**src/design/kcle_pkg.sv**
```systemverilog
// Package for the keypad code-line entry block.
// Holds the item and result types, the function codes and the key character ROM.
// No dependencies.
`timescale 1ns / 1ps
`default_nettype none

package kcle_pkg;

    localparam int LINE_DEPTH = 16;
    localparam int IDX_W      = $clog2(LINE_DEPTH);
    localparam int CHAR_W     = 7;
    localparam int CODE_W     = 6;
    localparam int LEN_W      = 4;
    localparam int IN_DATA_W  = 16;
    localparam int OUT_DATA_W = 24;

    localparam logic [IDX_W-1:0]  MAX_LEN    = IDX_W'(LINE_DEPTH - 1);
    localparam logic [CHAR_W-1:0] ENTER_CHAR = 7'h2a;
    localparam logic [CHAR_W-1:0] NUL_CHAR   = 7'h00;

    typedef enum logic [1:0] {
        FUNC_TICK  = 2'd0,
        FUNC_READ  = 2'd1,
        FUNC_CLEAR = 2'd2
    } func_t;

    typedef struct packed {
        logic [1:0]        func;
        logic              data_available;
        logic [CODE_W-1:0] key_code;
        logic [3:0]        read_index;
    } item_t;

    typedef struct packed {
        logic [CHAR_W-1:0] read_char;
        logic [LEN_W-1:0]  line_length;
        logic              enter_seen;
        logic              key_read_strobe;
        logic [CHAR_W-1:0] key_char;
    } result_t;

    function automatic logic [CHAR_W-1:0] decode_key(input logic [CODE_W-1:0] code);
        logic [CHAR_W-1:0] c;
        case (code)
            6'd0:    c = 7'h41; // A
            6'd1:    c = 7'h42; // B
            6'd2:    c = 7'h43; // C
            6'd3:    c = 7'h45; // E
            6'd4:    c = 7'h47; // G
            6'd5:    c = 7'h48; // H
            6'd6:    c = 7'h49; // I
            6'd7:    c = 7'h4a; // J
            6'd8:    c = 7'h4d; // M
            6'd9:    c = 7'h4e; // N
            6'd10:   c = 7'h4f; // O
            6'd11:   c = 7'h50; // P
            6'd12:   c = 7'h51; // Q
            6'd13:   c = 7'h52; // R
            6'd14:   c = 7'h53; // S
            6'd15:   c = 7'h54; // T
            6'd16:   c = 7'h56; // V
            6'd17:   c = 7'h58; // X
            6'd18:   c = 7'h59; // Y
            6'd19:   c = 7'h5a; // Z
            6'd32:   c = 7'h4c; // L
            6'd33:   c = 7'h2d; // -
            6'd34:   c = 7'h2b; // +
            6'd35:   c = 7'h46; // F
            6'd36:   c = 7'h37; // 7
            6'd37:   c = 7'h38; // 8
            6'd38:   c = 7'h39; // 9
            6'd39:   c = 7'h23; // #
            6'd40:   c = 7'h34; // 4
            6'd41:   c = 7'h35; // 5
            6'd42:   c = 7'h36; // 6
            6'd43:   c = 7'h55; // U
            6'd44:   c = 7'h31; // 1
            6'd45:   c = 7'h32; // 2
            6'd46:   c = 7'h33; // 3
            6'd47:   c = 7'h44; // D
            6'd48:   c = 7'h30; // 0
            6'd49:   c = 7'h2f; // /
            6'd50:   c = 7'h2e; // .
            6'd51:   c = ENTER_CHAR;
            default: c = NUL_CHAR;
        endcase
        return c;
    endfunction

endpackage

`default_nettype wire

```
**src/design/kcle_line_store.sv**
```systemverilog
// Line store and key decode for the keypad code-line entry block.
// Holds the edge detector, character store and count; forms one result per item.
// Depends on kcle_pkg.
`timescale 1ns / 1ps
`default_nettype none

module kcle_line_store (
    input  wire logic            aclk,
    input  wire logic            aresetn,
    input  wire logic            item_en,
    input  wire kcle_pkg::item_t item,
    output kcle_pkg::result_t    result
);
    import kcle_pkg::*;

    logic                  prev_avail_reg, prev_avail_next;
    logic                  cur_avail_reg, cur_avail_next;
    logic [IDX_W-1:0]      count_reg, count_next;
    logic [CHAR_W-1:0]     chars_reg [LINE_DEPTH];
    logic [CHAR_W-1:0]     chars_next [LINE_DEPTH];

    logic                  is_tick, is_read, is_clear;
    logic                  rise;
    logic [CHAR_W-1:0]     key;
    logic                  enter;
    logic                  append;
    logic [IDX_W-1:0]      term_idx;
    logic [CHAR_W-1:0]     rd_char;

    assign is_tick  = item.func == FUNC_TICK;
    assign is_read  = item.func == FUNC_READ;
    assign is_clear = item.func == FUNC_CLEAR;
    assign rise     = is_tick && item.data_available && !cur_avail_reg;
    assign key      = rise ? decode_key(item.key_code) : NUL_CHAR;
    assign enter    = key == ENTER_CHAR;
    assign append   = !enter && key != NUL_CHAR && count_reg < MAX_LEN;
    assign term_idx = IDX_W'(count_reg + 1'b1);

    always_comb begin
        prev_avail_next = prev_avail_reg;
        cur_avail_next  = cur_avail_reg;
        count_next      = count_reg;
        if (is_tick) begin
            prev_avail_next = cur_avail_reg;
            cur_avail_next  = item.data_available;
            if (enter) begin
                count_next = '0;
            end else if (append) begin
                count_next = IDX_W'(count_reg + 1'b1);
            end
        end else if (is_clear) begin
            count_next = '0;
        end
    end

    always_comb begin
        for (int i = 0; i < LINE_DEPTH; i++) begin
            chars_next[i] = chars_reg[i];
            if (is_tick && append && count_reg == IDX_W'(i)) begin
                chars_next[i] = key;
            end
            if (is_tick && append && term_idx == IDX_W'(i)) begin
                chars_next[i] = NUL_CHAR;
            end
            if (is_clear && i == 0) begin
                chars_next[i] = NUL_CHAR;
            end
        end
    end

    always_comb begin
        rd_char = NUL_CHAR;
        if (is_read && count_reg == '0) begin
            rd_char = chars_reg[item.read_index[IDX_W-1:0]];
        end
    end

    assign result.key_char        = key;
    assign result.key_read_strobe = rise;
    assign result.enter_seen      = enter;
    assign result.line_length     = LEN_W'(count_next);
    assign result.read_char       = rd_char;

    always_ff @(posedge aclk) begin
        if (!aresetn) begin
            prev_avail_reg <= 1'b0;
            cur_avail_reg  <= 1'b0;
            count_reg      <= '0;
            for (int i = 0; i < LINE_DEPTH; i++) begin
                chars_reg[i] <= NUL_CHAR;
            end
        end else if (item_en) begin
            prev_avail_reg <= prev_avail_next;
            cur_avail_reg  <= cur_avail_next;
            count_reg      <= count_next;
            for (int i = 0; i < LINE_DEPTH; i++) begin
                chars_reg[i] <= chars_next[i];
            end
        end
    end

    a_count_bound: assert property (@(posedge aclk) disable iff (!aresetn)
        count_reg <= MAX_LEN)
        else $error("line count past store depth");

    a_enter_clears: assert property (@(posedge aclk) disable iff (!aresetn)
        item_en && enter |=> count_reg == '0)
        else $error("enter key did not close the line");

    a_strobe_tick: assert property (@(posedge aclk) disable iff (!aresetn)
        result.key_read_strobe |-> is_tick && !prev_avail_next)
        else $error("key read without a rising edge");

    a_read_gated: assert property (@(posedge aclk) disable iff (!aresetn)
        result.read_char != NUL_CHAR |-> is_read && count_reg == '0)
        else $error("line character returned while line open");

endmodule

`default_nettype wire

```
**src/design/kcle_out_reg.sv**
```systemverilog
// Result register of the keypad code-line entry block.
// Holds one result beat toward the master side and reports when it can take another.
// Depends on kcle_pkg.
`timescale 1ns / 1ps
`default_nettype none

module kcle_out_reg (
    input  wire logic          aclk,
    input  wire logic          aresetn,
    input  wire logic          load_valid,
    output logic               load_ready,
    input  wire kcle_pkg::result_t load_data,
    output logic               m_tvalid,
    input  wire logic          m_tready,
    output logic [kcle_pkg::OUT_DATA_W-1:0] m_tdata // key_char, key_read_strobe,
                                                    // enter_seen, line_length, read_char
);
    import kcle_pkg::*;

    logic    valid_reg, valid_next;
    result_t data_reg;

    assign load_ready = !valid_reg || m_tready;

    always_comb begin
        valid_next = valid_reg;
        if (load_valid && load_ready) begin
            valid_next = 1'b1;
        end else if (m_tready) begin
            valid_next = 1'b0;
        end
    end

    always_ff @(posedge aclk) begin
        if (!aresetn) begin
            valid_reg <= 1'b0;
        end else begin
            valid_reg <= valid_next;
        end
    end

    always_ff @(posedge aclk) begin
        if (load_valid && load_ready) begin
            data_reg <= load_data;
        end
    end

    assign m_tvalid = valid_reg;
    assign m_tdata  = OUT_DATA_W'(data_reg);

endmodule

`default_nettype wire

```
**src/design/keypad_code_line_entry.sv**
```systemverilog
// Keypad code-line entry: edge-detected key decode into a short character line.
// Input beats carry a tick sample, a line read or a line clear; each gives one result beat.
// An item passes an input register, then the store logic, then a result register.
// Throughput is one beat per cycle while the receiver takes every result beat; the
// store and count update in the cycle an item moves from the input register into
// the result register.
// While the receiver stalls, the result register holds its beat and the input
// register holds one more item; s_tready drops only when both are full.
// Reset clears the edge detector, the line count and all 16 stored characters,
// and empties both registers.
// Depends on kcle_pkg, kcle_line_store and kcle_out_reg.
`timescale 1ns / 1ps
`default_nettype none

module keypad_code_line_entry (
    input  wire logic        aclk,
    input  wire logic        aresetn,
    input  wire logic        s_tvalid,
    output logic             s_tready,
    input  wire logic [kcle_pkg::IN_DATA_W-1:0] s_tdata, // data_available, key_code,
                                                         // read_index
    input  wire logic [1:0]  s_tuser,                    // func
    output logic             m_tvalid,
    input  wire logic        m_tready,
    output logic [kcle_pkg::OUT_DATA_W-1:0] m_tdata      // key_char, key_read_strobe,
                                                         // enter_seen, line_length,
                                                         // read_char
);
    import kcle_pkg::*;

    logic    in_valid_reg, in_valid_next;
    item_t   item_reg;
    item_t   item_in;
    result_t result;
    logic    out_ready;
    logic    advance;
    logic    s_beat;

    assign item_in.func           = s_tuser;
    assign item_in.data_available = s_tdata[0];
    assign item_in.key_code       = s_tdata[6:1];
    assign item_in.read_index     = s_tdata[10:7];

    assign advance  = in_valid_reg && out_ready;
    assign s_tready = !in_valid_reg || advance;
    assign s_beat   = s_tvalid && s_tready;

    always_comb begin
        in_valid_next = in_valid_reg;
        if (s_beat) begin
            in_valid_next = 1'b1;
        end else if (advance) begin
            in_valid_next = 1'b0;
        end
    end

    always_ff @(posedge aclk) begin
        if (!aresetn) begin
            in_valid_reg <= 1'b0;
        end else begin
            in_valid_reg <= in_valid_next;
        end
    end

    always_ff @(posedge aclk) begin
        if (s_beat) begin
            item_reg <= item_in;
        end
    end

    kcle_line_store u_store (
        .aclk    (aclk),
        .aresetn (aresetn),
        .item_en (advance),
        .item    (item_reg),
        .result  (result)
    );

    kcle_out_reg u_out (
        .aclk       (aclk),
        .aresetn    (aresetn),
        .load_valid (in_valid_reg),
        .load_ready (out_ready),
        .load_data  (result),
        .m_tvalid   (m_tvalid),
        .m_tready   (m_tready),
        .m_tdata    (m_tdata)
    );

endmodule

`default_nettype wire

```
**config.mk**
```make
export PLATFORM = sky130hd
export DESIGN_NAME = keypad_code_line_entry
export DESIGN_NICKNAME = d
export VERILOG_FILES = /design/src/design/kcle_pkg.sv /design/src/design/kcle_line_store.sv /design/src/design/kcle_out_reg.sv /design/src/design/keypad_code_line_entry.sv
export SDC_FILE = /design/constraint.sdc
export NUM_CORES = 1
export LEC_CHECK = 0
export ABC_CLOCK_PERIOD_IN_PS = 3500
export BUFFER_PORTS_ARGS = -buffer_cell sky130_fd_sc_hd__clkbuf_2
export CORE_UTILIZATION = 63
export CTS_BUF_LIST = sky130_fd_sc_hd__clkbuf_8
export DETAILED_ROUTE_END_ITERATION = 7
export GPL_ROUTABILITY_DRIVEN = 0
export PLACE_DENSITY = 0.92
export RECOVER_POWER = 100
export SLEW_MARGIN = 20
export SYNTH_ARGS = -nofsm -noshare
export SYNTH_HDL_FRONTEND = slang
export SYNTH_SLANG_ARGS = --single-unit
```
**constraint.sdc**
```tcl
create_clock -name aclk -period 3.5 [get_ports aclk]
set_input_delay 0.35 -clock aclk [delete_from_list [all_inputs] [get_ports aclk]]
set_output_delay 0.35 -clock aclk [all_outputs]
set_load 0.02 [all_outputs]
```
=== Yosys cells after proc, flatten, opt, wreduce, memory -nomap -nowiden ===
Memory sizes are Yosys's and may differ from the RTL's. A register that Yosys moved wholly into a read port is not among the register bits.
Index checks and enable logic that the tools add are counted.

* Bitwise operators: 16
* Magnitude comparators: 1
* Reduce and logical (&&, ||, !) cells: 70
* Mux-type cells: 63
* $add $sub $neg: 1
* Equality and inequality tests: 49

{| class="wikitable"
|+ Operator list
! kind !! count
|-
| two-way mux 7 bit || 50
|-
| == test 4 bit (second input constant) || 16
|-
| logical AND 1 bit || 40
|-
| AND reduction 2 bit || 17
|-
| == test 4 x 3 -> 1 bit (second input constant) || 8
|-
| inequality test 2 bit (second input constant) || 15
|-
| == test 4 x 2 -> 1 bit (second input constant) || 4
|-
| two-way mux 4 bit || 4
|-
| OR 1 bit || 16
|-
| == test 4 x 1 -> 1 bit (second input constant) || 2
|-
| zero test 4 bit || 2
|-
| two-way mux 1 bit || 8
|-
| == test 7 x 6 -> 1 bit (second input constant) || 1
|-
| nonzero test 7 bit || 1
|-
| two-way mux 6 bit || 1
|-
| zero test 1 bit || 5
|-
| adder 4 x 1 -> 4 bit (second input constant) || 1
|-
| less-than comparator 4 bit (second input constant) || 1
|-
| nonzero test 2 bit || 2
|-
| inequality test 3 bit (second input constant) || 1
|-
| == test 2 x 1 -> 1 bit (second input constant) || 1
|-
| == test 2 bit (second input constant) || 1
|-
| zero test 2 bit || 1
|-
| logical OR 1 bit || 2
|}

* Output and inout port bits: 26
* Memories: 2
* Logic and storage cells: 214
* RAM bits: 112
* Flip-flop bits (word level): 33
* ROM bits: 448
* Input port bits: 22

{| class="wikitable"
|+ Memories
! memory !! depth !! bits a word !! rd ports !! clocked after memory_dff !! write ports !! RTL line !! text
|-
| (no name shown) || 64 || 7 || 1 || 1 || 0 || kcle_pkg.sv:44 || <nowiki>case (code)</nowiki>
|-
| u_store.chars_reg || 16 || 7 || 1 || 1 || 16 || kcle_line_store.sv:19 || <nowiki>logic [CHAR_W-1:0] chars_reg [LINE_DEPTH];</nowiki>
|}

=== Depth between registers and ports, before layout ===
Gate-level depths: netlist of run 1.

* Depth in word-level cells: 14
* Gate-level depth with buffers: 14
* Gate-level depth less buffers: 12

=== By module ===
A second synthesis of run 1 with hierarchy kept.

* Cells, all modules: 606
* Area, all modules: 7,567.3 um2

{| class="wikitable"
|+ Modules (own cells, without submodules)
! module !! area an instance (um2) !! times used !! cells each !! sequential area each (um2)
|-
| kcle_line_store || 6,419.9 || 1 || 557 || 3,463.3
|-
| kcle_out_reg || 691.9 || 1 || 30 || 620.6
|-
| keypad_code_line_entry || 455.4 || 1 || 19 || 410.4
|}

=== Least setup slack after synthesis of run 1 ===
OpenSTA, ideal clock, no wires.

* Kind: register to register
* From: register u_out.valid_reg, in the netlist u_out.m_tvalid
* To: register (tool-made name)
* Data required time: 3,413 ps
* Setup time: 87 ps
* Clock period less this slack: 2,679 ps
* Arrival: 2,592 ps
* Cell stages (with the launch flop): 15
* Path slack: 821 ps
* Path buffers: 2
* Cells stage by stage: dfxtp_1 and3b_1 buf_2 inv_2 nand2_1 inv_2 buf_2 mux2i_1 inv_1 ha_1 inv_1 ha_1 mux2i_1 o21ai_0 o31ai_1

{| class="wikitable"
|+ RTL lines
! what !! RTL line !! text
|-
| start, declared || kcle_out_reg.sv:20 || <nowiki>logic valid_reg, valid_next;</nowiki>
|-
| start signal, assigned || kcle_out_reg.sv:38 || <nowiki>valid_reg <= valid_next;</nowiki>
|}

==> results of run 1 <==
power by group:
group	leakage (nW)	total, mW	switching, mW	internal [mW]
Clock	0.207	1.39	0.684	0.702
Combinational	1.16	0.396	0.247	0.149
Sequential	1.59	2.20	0.0438	2.16
Total	2.96	3.98	0.975	3.01
placed cells by master, fill, tap and decap left out, types with 5 or more instances in the layout:
master,netlist,layout
buf_4,6,10
nor2b_1,14,14
dfxtp_1,14,14
edfxtp_1,145,145
clkbuf_2,1,12
nor2_1,124,125
inv_1,26,30
mux2i_1,5,5
nor3_1,6,6
nand3_1,7,7
o211ai_1,7,7
nand2_1,39,40
a21boi_0,5,6
a21oi_1,13,13
ha_1,15,15
o31ai_1,5,10
clkbuf_1,14,36
nor4_1,4,5
mux4_2,35,35
a22oi_1,10,10
a32oi_1,6,6
o21ai_0,28,28
clkbuf_8,0,17
metrics by stage:
| stage | setup WS [ns] | hold WS, ns | power, mW | instances | util [%] |
|---|---|---|---|---|---|
| floorplan | 0.821 | 0.449 | 2.51 | 629 | - |
| global placement | 0.774 | 0.493 | 2.62 | 822 | 68.5 |
| detailed placement | 0.708 | 0.510 | 2.64 | 822 | 68.5 |
| CTS | 0.667 | 0.0298 | 4.00 | 854 | 71.8 |
| global route | 0.240 | 0.0280 | 4.10 | 854 | 70.6 |
| finish | 0.404 | 0.0529 | 3.98 | 854 | 70.6 |
metal layers:
metal	part of all wire (%)	vias to the layer above	GRT usage (%)
met1	34	2671	35.3
li1	-	2447	-
met3	10	78	8.73
met2	51	401	52.0
met5	0	-	0
met4	3.8	0	13.6
cell type report:
type	count	area (sq um)	area share, %
Tap cell	168	210	2.45
Clock inverter	15	170	1.98
Sequential cell	159	4630	54.0
Inverter	29	110	1.28
Clock buffer	17	234	2.72
Timing Repair Buffer	58	270	3.15
Multi-Input combinational cell	408	2960	34.5
worst register-to-register path, cell delays in order, from the launching register on:
cell	delay, ns
edfxtp_1	0.49
or4b_1	0.70
a31oi_1	0.33
and2_0	0.39
nand2_1	0.16
o21ai_0	0.24
clkbuf_1	0.42
worst min-delay path by stage:
stage	start	end	slack (ns)	depth (start not counted)
after floorplan	s_tdata[7]	item_reg[0]	0.45	0
after global placement	u_store.cur_avail_reg	u_store.cur_avail_reg	0.49	2
after detailed placement	u_store.cur_avail_reg	u_store.cur_avail_reg	0.51	2
after CTS	s_tdata[0]	item_reg[10]	0.03	1
after global routing	s_tdata[0]	item_reg[10]	0.03	1
final	s_tdata[0]	item_reg[10]	0.05	1
kinds of logic after synthesis:
logic type | after synthesis | share of synthesized area [%]
compound gates | 119 | 11.5
xor+xnor | 1 | 0.110
fa+ha+maj | 15 | 2.37
buf+inv | 62 | 3.38
flops | 159 | 58.5
mux | 45 | 11.3
other cells | 1 | 0.0473
simple gates | 224 | 12.8
==> flow_metrics.tcl, run 1 <==
set metrics [dict create \
    synth_edf_count 145 \
    fin_nets 710 \
    startpoint "item_reg[12]" \
    cts_setup_buffers 0 \
    max_freq_mhz 323 \
    hold_path_class "in -> reg" \
    rsz0062_at_grt "false" \
    p_leak_nw 2.96 \
    r2r-end "u_store.chars_reg[2][3]" \
    cts_made_buffers 17 \
    dr_total_vias 5597 \
    drt_iter0_markers 711 \
    synth_most_common_cell "edfxtp_1" \
    area_growth_pct 8.33 \
    grt_pass1_wl_microns 28800 \
    maxCapViolCount 1 \
    critical_path.max_stage_delay_ns 0.70 \
    die-area_sq_mm 0.0130 \
    setup_viol 0 \
    setup.worst_path.end_class "flop" \
    wl_per_cell_microns 21.5 \
    synth_common_cells "edfxtp_1 (145), nor2_1 (124), nand2_1 (39), mux4_2 (35), o21ai_0 (28)" \
    finalHoldViolations 0 \
    cts-root-buf "clkbuf_8" \
    critPathTopFamily "simple AND/OR/NAND/NOR gates" \
    drtAntennaViolNets 0 \
    seq_area_frac_synth_pct 58.5 \
    crit_arrival_ns 3.21 \
    postCtsResizedCells 0 \
    post-route-period-util_pct 88.5 \
    syn_area_sq_mm 0.00793 \
    status "finished, violations left" \
    io_buffers 38 \
    grt_util_all_layers_pct 30.2 \
    slew_viol_final 23 \
    max_slew_margin_pct -0.379 \
    rrSetupSlack_ns 0.40 \
    ys.flop_type "edfxtp_1" \
    final_design_area_no_fill_sq_mm 0.00859 \
    syn_inst 626 \
    initial_core_util_pct 65.2 \
    crit_cells 6 \
    critPathRequiredTime_ns 3.61 \
    synth_area_per_cell_sq_um 12.7 \
    async_flop_share_pct 0 \
    reg2reg_depth 6 \
    yosys-top-cells-area "edfxtp_1 (55%), mux4_2 (9.9%), nor2_1 (5.9%), dfxtp_1 (3.5%), ha_1 (2.4%)" \
    cts_hold_buf 0 \
    failed_checks "capacitance limit, slew limit" \
    place_hpwl_microns 12600 \
    crit_type "reg -> reg" \
    tns_ns 0 \
    crit_end "u_store.chars_reg[2][3]" \
    grt_overflow 0 \
    ir_drop_v 0.000326 \
    startpoint_type "flop" \
    postRouteWirelength_microns 18300 \
    clk_latency_ns 0.47 \
    n_antenna_cell 0 \
    die_h_microns 114 \
    clock_skew_ns 0.0129 \
    clk_pin_slew_ns 0.08 \
    crit_buf_inv 1 \
    core_area_sq_mm 0.0122 \
    largest_reg_flops 112 \
    dpl_cell_area_sq_mm 0.00833 \
    yosysWarnings 0 \
    yosysTopAreaCellShare_pct 54.9 \
    dieWidth_microns 114 \
    synth-seq-cells 159 \
    cp_max_fo 8 \
    yosysTopAreaCell "edfxtp_1" \
    drt_first_pass_iters 6 \
    crit_chain "or4b_1 -> a31oi_1 -> and2_0 -> nand2_1 -> o21ai_0 -> clkbuf_1" \
    avgViaCountPerCell 6.55 \
    drive_above_1_share_pct 14.3 \
    grt_max_degree 31 \
    cts_num_sinks 159 \
    grt_antenna_before_repair 0 \
    yosysUniqueCellTypes 68 \
    fill_cells 837 \
    p_per_area_mw_per_mm2 464 \
    route.detailed.drc 0 \
    htreeDepth 4 \
    pin_count 48 \
    cts.path.max_buffers 2 \
    grt_pass1_vias 5563 \
    reg2reg_from "item_reg[12]" \
    cts_tree "done" \
    cpMaxStageDelayCell "or4b_1" \
    worst_slew_pin_slew_ns 1.51 \
    rows 40 \
    fin_crit_ns 3.10 \
]
No activity file was read; power rests on OpenSTA's default activity.
==> inputs of run 2 (changes only) <==
--- a/config.mk
+++ b/config.mk
@@ -13,6 +13,8 @@
 export GPL_ROUTABILITY_DRIVEN = 0
 export PLACE_DENSITY = 0.92
 export RECOVER_POWER = 100
+export SETUP_SLACK_MARGIN = 0.5
+export SKIP_LAST_GASP = 1
 export SLEW_MARGIN = 20
 export SYNTH_ARGS = -nofsm -noshare
 export SYNTH_HDL_FRONTEND = slang
==> run 2 against run 1 <==
Against the previous run:
- the run now ends clean
- clock skew up 0.0019 ns
- design area down 0.28%
- via count about the same
- cell count unchanged
- largest cell class unchanged
- core utilization fell by 0.20 points
==> flow_metrics.tcl, run 2 (synthesis results as in run 1) <==
set metrics [dict create \
    crit_type "reg -> reg" \
    grt_util_all_layers_pct 30.2 \
    slew_viol_final 0 \
    dieWidth_microns 114 \
    status "finished clean" \
    drtAntennaViolNets 0 \
    startpoint "item_reg[12]" \
    max_freq_mhz 320 \
    n_antenna_cell 0 \
    rsz0062_at_grt "false" \
    pin_count 48 \
    clk_pin_slew_ns 0.08 \
    reg2reg_from "item_reg[12]" \
    largest_reg_flops 112 \
    grt_pass1_wl_microns 28800 \
    drt_first_pass_iters 7 \
    avgViaCountPerCell 6.55 \
    rrSetupSlack_ns 0.37 \
    die-area_sq_mm 0.0130 \
    dr_total_vias 5594 \
    fill_cells 845 \
    reg2reg_depth 6 \
    p_per_area_mw_per_mm2 465 \
    tns_ns 0 \
    ir_drop_v 0.000325 \
    fin_crit_ns 3.13 \
    initial_core_util_pct 65.2 \
    startpoint_type "flop" \
    postRouteWirelength_microns 18400 \
    die_h_microns 114 \
    post-route-period-util_pct 89.3 \
    final_cell_mix "edfxtp_1 (145), nor2_1 (125), nand2_1 (41)" \
    grt_antenna_before_repair 0 \
    cts_num_sinks 159 \
    htreeDepth 4 \
    grt_max_degree 31 \
    cts.path.max_buffers 2 \
    grt_pass1_vias 5563 \
    grt_overflow 0 \
    finalHoldViolations 0 \
    clock_skew_ns 0.0148 \
    p_leak_nw 2.95 \
    r2r-end "u_store.chars_reg[4][1]" \
    setup.worst_path.end_class "flop" \
    dp.cells 822 \
    maxCapViolCount 0 \
    setup_viol 0 \
    cp_max_fo 8 \
    io_buffers 38 \
    drt_iter0_markers 686 \
    core_area_sq_mm 0.0122 \
    clk_latency_ns 0.48 \
    crit_end "u_store.chars_reg[4][1]" \
    max_slew_margin_pct 1.77 \
    critPathRequiredTime_ns 3.62 \
    layout_commonest_cell "edfxtp_1" \
    cts_made_buffers 17 \
    rows 40 \
    area_growth_pct 8.03 \
    hold_path_class "in -> reg" \
    drive_above_1_share_pct 14.0 \
    crit_arrival_ns 3.24 \
    route.detailed.drc 0 \
    cts_tree "done" \
    place_hpwl_microns 12600 \
    cts-root-buf "clkbuf_8" \
    fin_nets 710 \
    worst_slew_pin_slew_ns 1.47 \
    wl_per_cell_microns 21.5 \
    layout.cells.non_filler 854 \
]
[run 2: cell count changes in the layout (fill, tap and decap cells not counted), sizes merged]
| cell | previous run | this run |
|---|---|---|
| clkbuf | 65 | 66 |
| buf | 10 | 9 |
[run 2: cell type report]
class | count | area, sq um | area share [%]
clock buffers | 17 | 234 | 2.73
flip-flops and latches | 159 | 4630 | 54.1
clock inverters | 15 | 170 | 1.99
repair buffers | 58 | 267 | 3.11
inverters | 29 | 110 | 1.29
multi-input cells | 408 | 2940 | 34.3
well taps | 168 | 210 | 2.45
[run 2: worst min path at each step]
stage	from	end	cells past startpoint
2_1_floorplan	s_tdata[7]	item_reg[0]	0
3_3_place_gp	u_store.cur_avail_reg	u_store.cur_avail_reg	2
3_5_place_dp	u_store.cur_avail_reg	u_store.cur_avail_reg	2
4_1_cts	s_tdata[0]	item_reg[10]	1
5_1_grt	s_tdata[0]	item_reg[10]	1
6_report	s_tdata[0]	item_reg[10]	1
[run 2: report_power, final]
part | switching, mW | leakage (nW) | internal [mW]
clock network | 0.688 | 0.207 | 0.702
logic | 0.247 | 1.15 | 0.148
registers | 0.0441 | 1.59 | 2.16
total | 0.979 | 2.95 | 3.01
[run 2: timing repair]
item,CTS,global route
endpoints found under the setup margin,0,19
setup buffers,0,0
resized for setup,0,2
hold buffers,0,0
[run 2: layer usage]
layer / track usage [%] / routed length [microns]
met1: 35.3 / 6350
met3: 8.73 / 1900
met2: 52.0 / 9520
met4: 13.6 / 602
met5: 0 / 0
[run 2: worst max-delay path, cell delays in order, from the launching register on]
cell,delay [ns]
edfxtp_1,0.49
or4b_1,0.69
a31oi_1,0.33
and2_0,0.40
nand2_1,0.24
o21ai_0,0.21
clkbuf_1,0.40
[run 2: metrics by stage]
step                setup slack (ns)  area [sq um]  utilization [%]  hold WS (ns)  power, mW
finish                         0.373          8560             70.4        0.0469       3.99
global placement               0.774          8330             68.5         0.493       2.62
CTS                            0.667          8740             71.8        0.0298       4.00
floorplan                      0.821          7940                -         0.449       2.51
detailed placement             0.708          8330             68.5         0.510       2.64
global route                   0.289          8560             70.4        0.0280       4.10
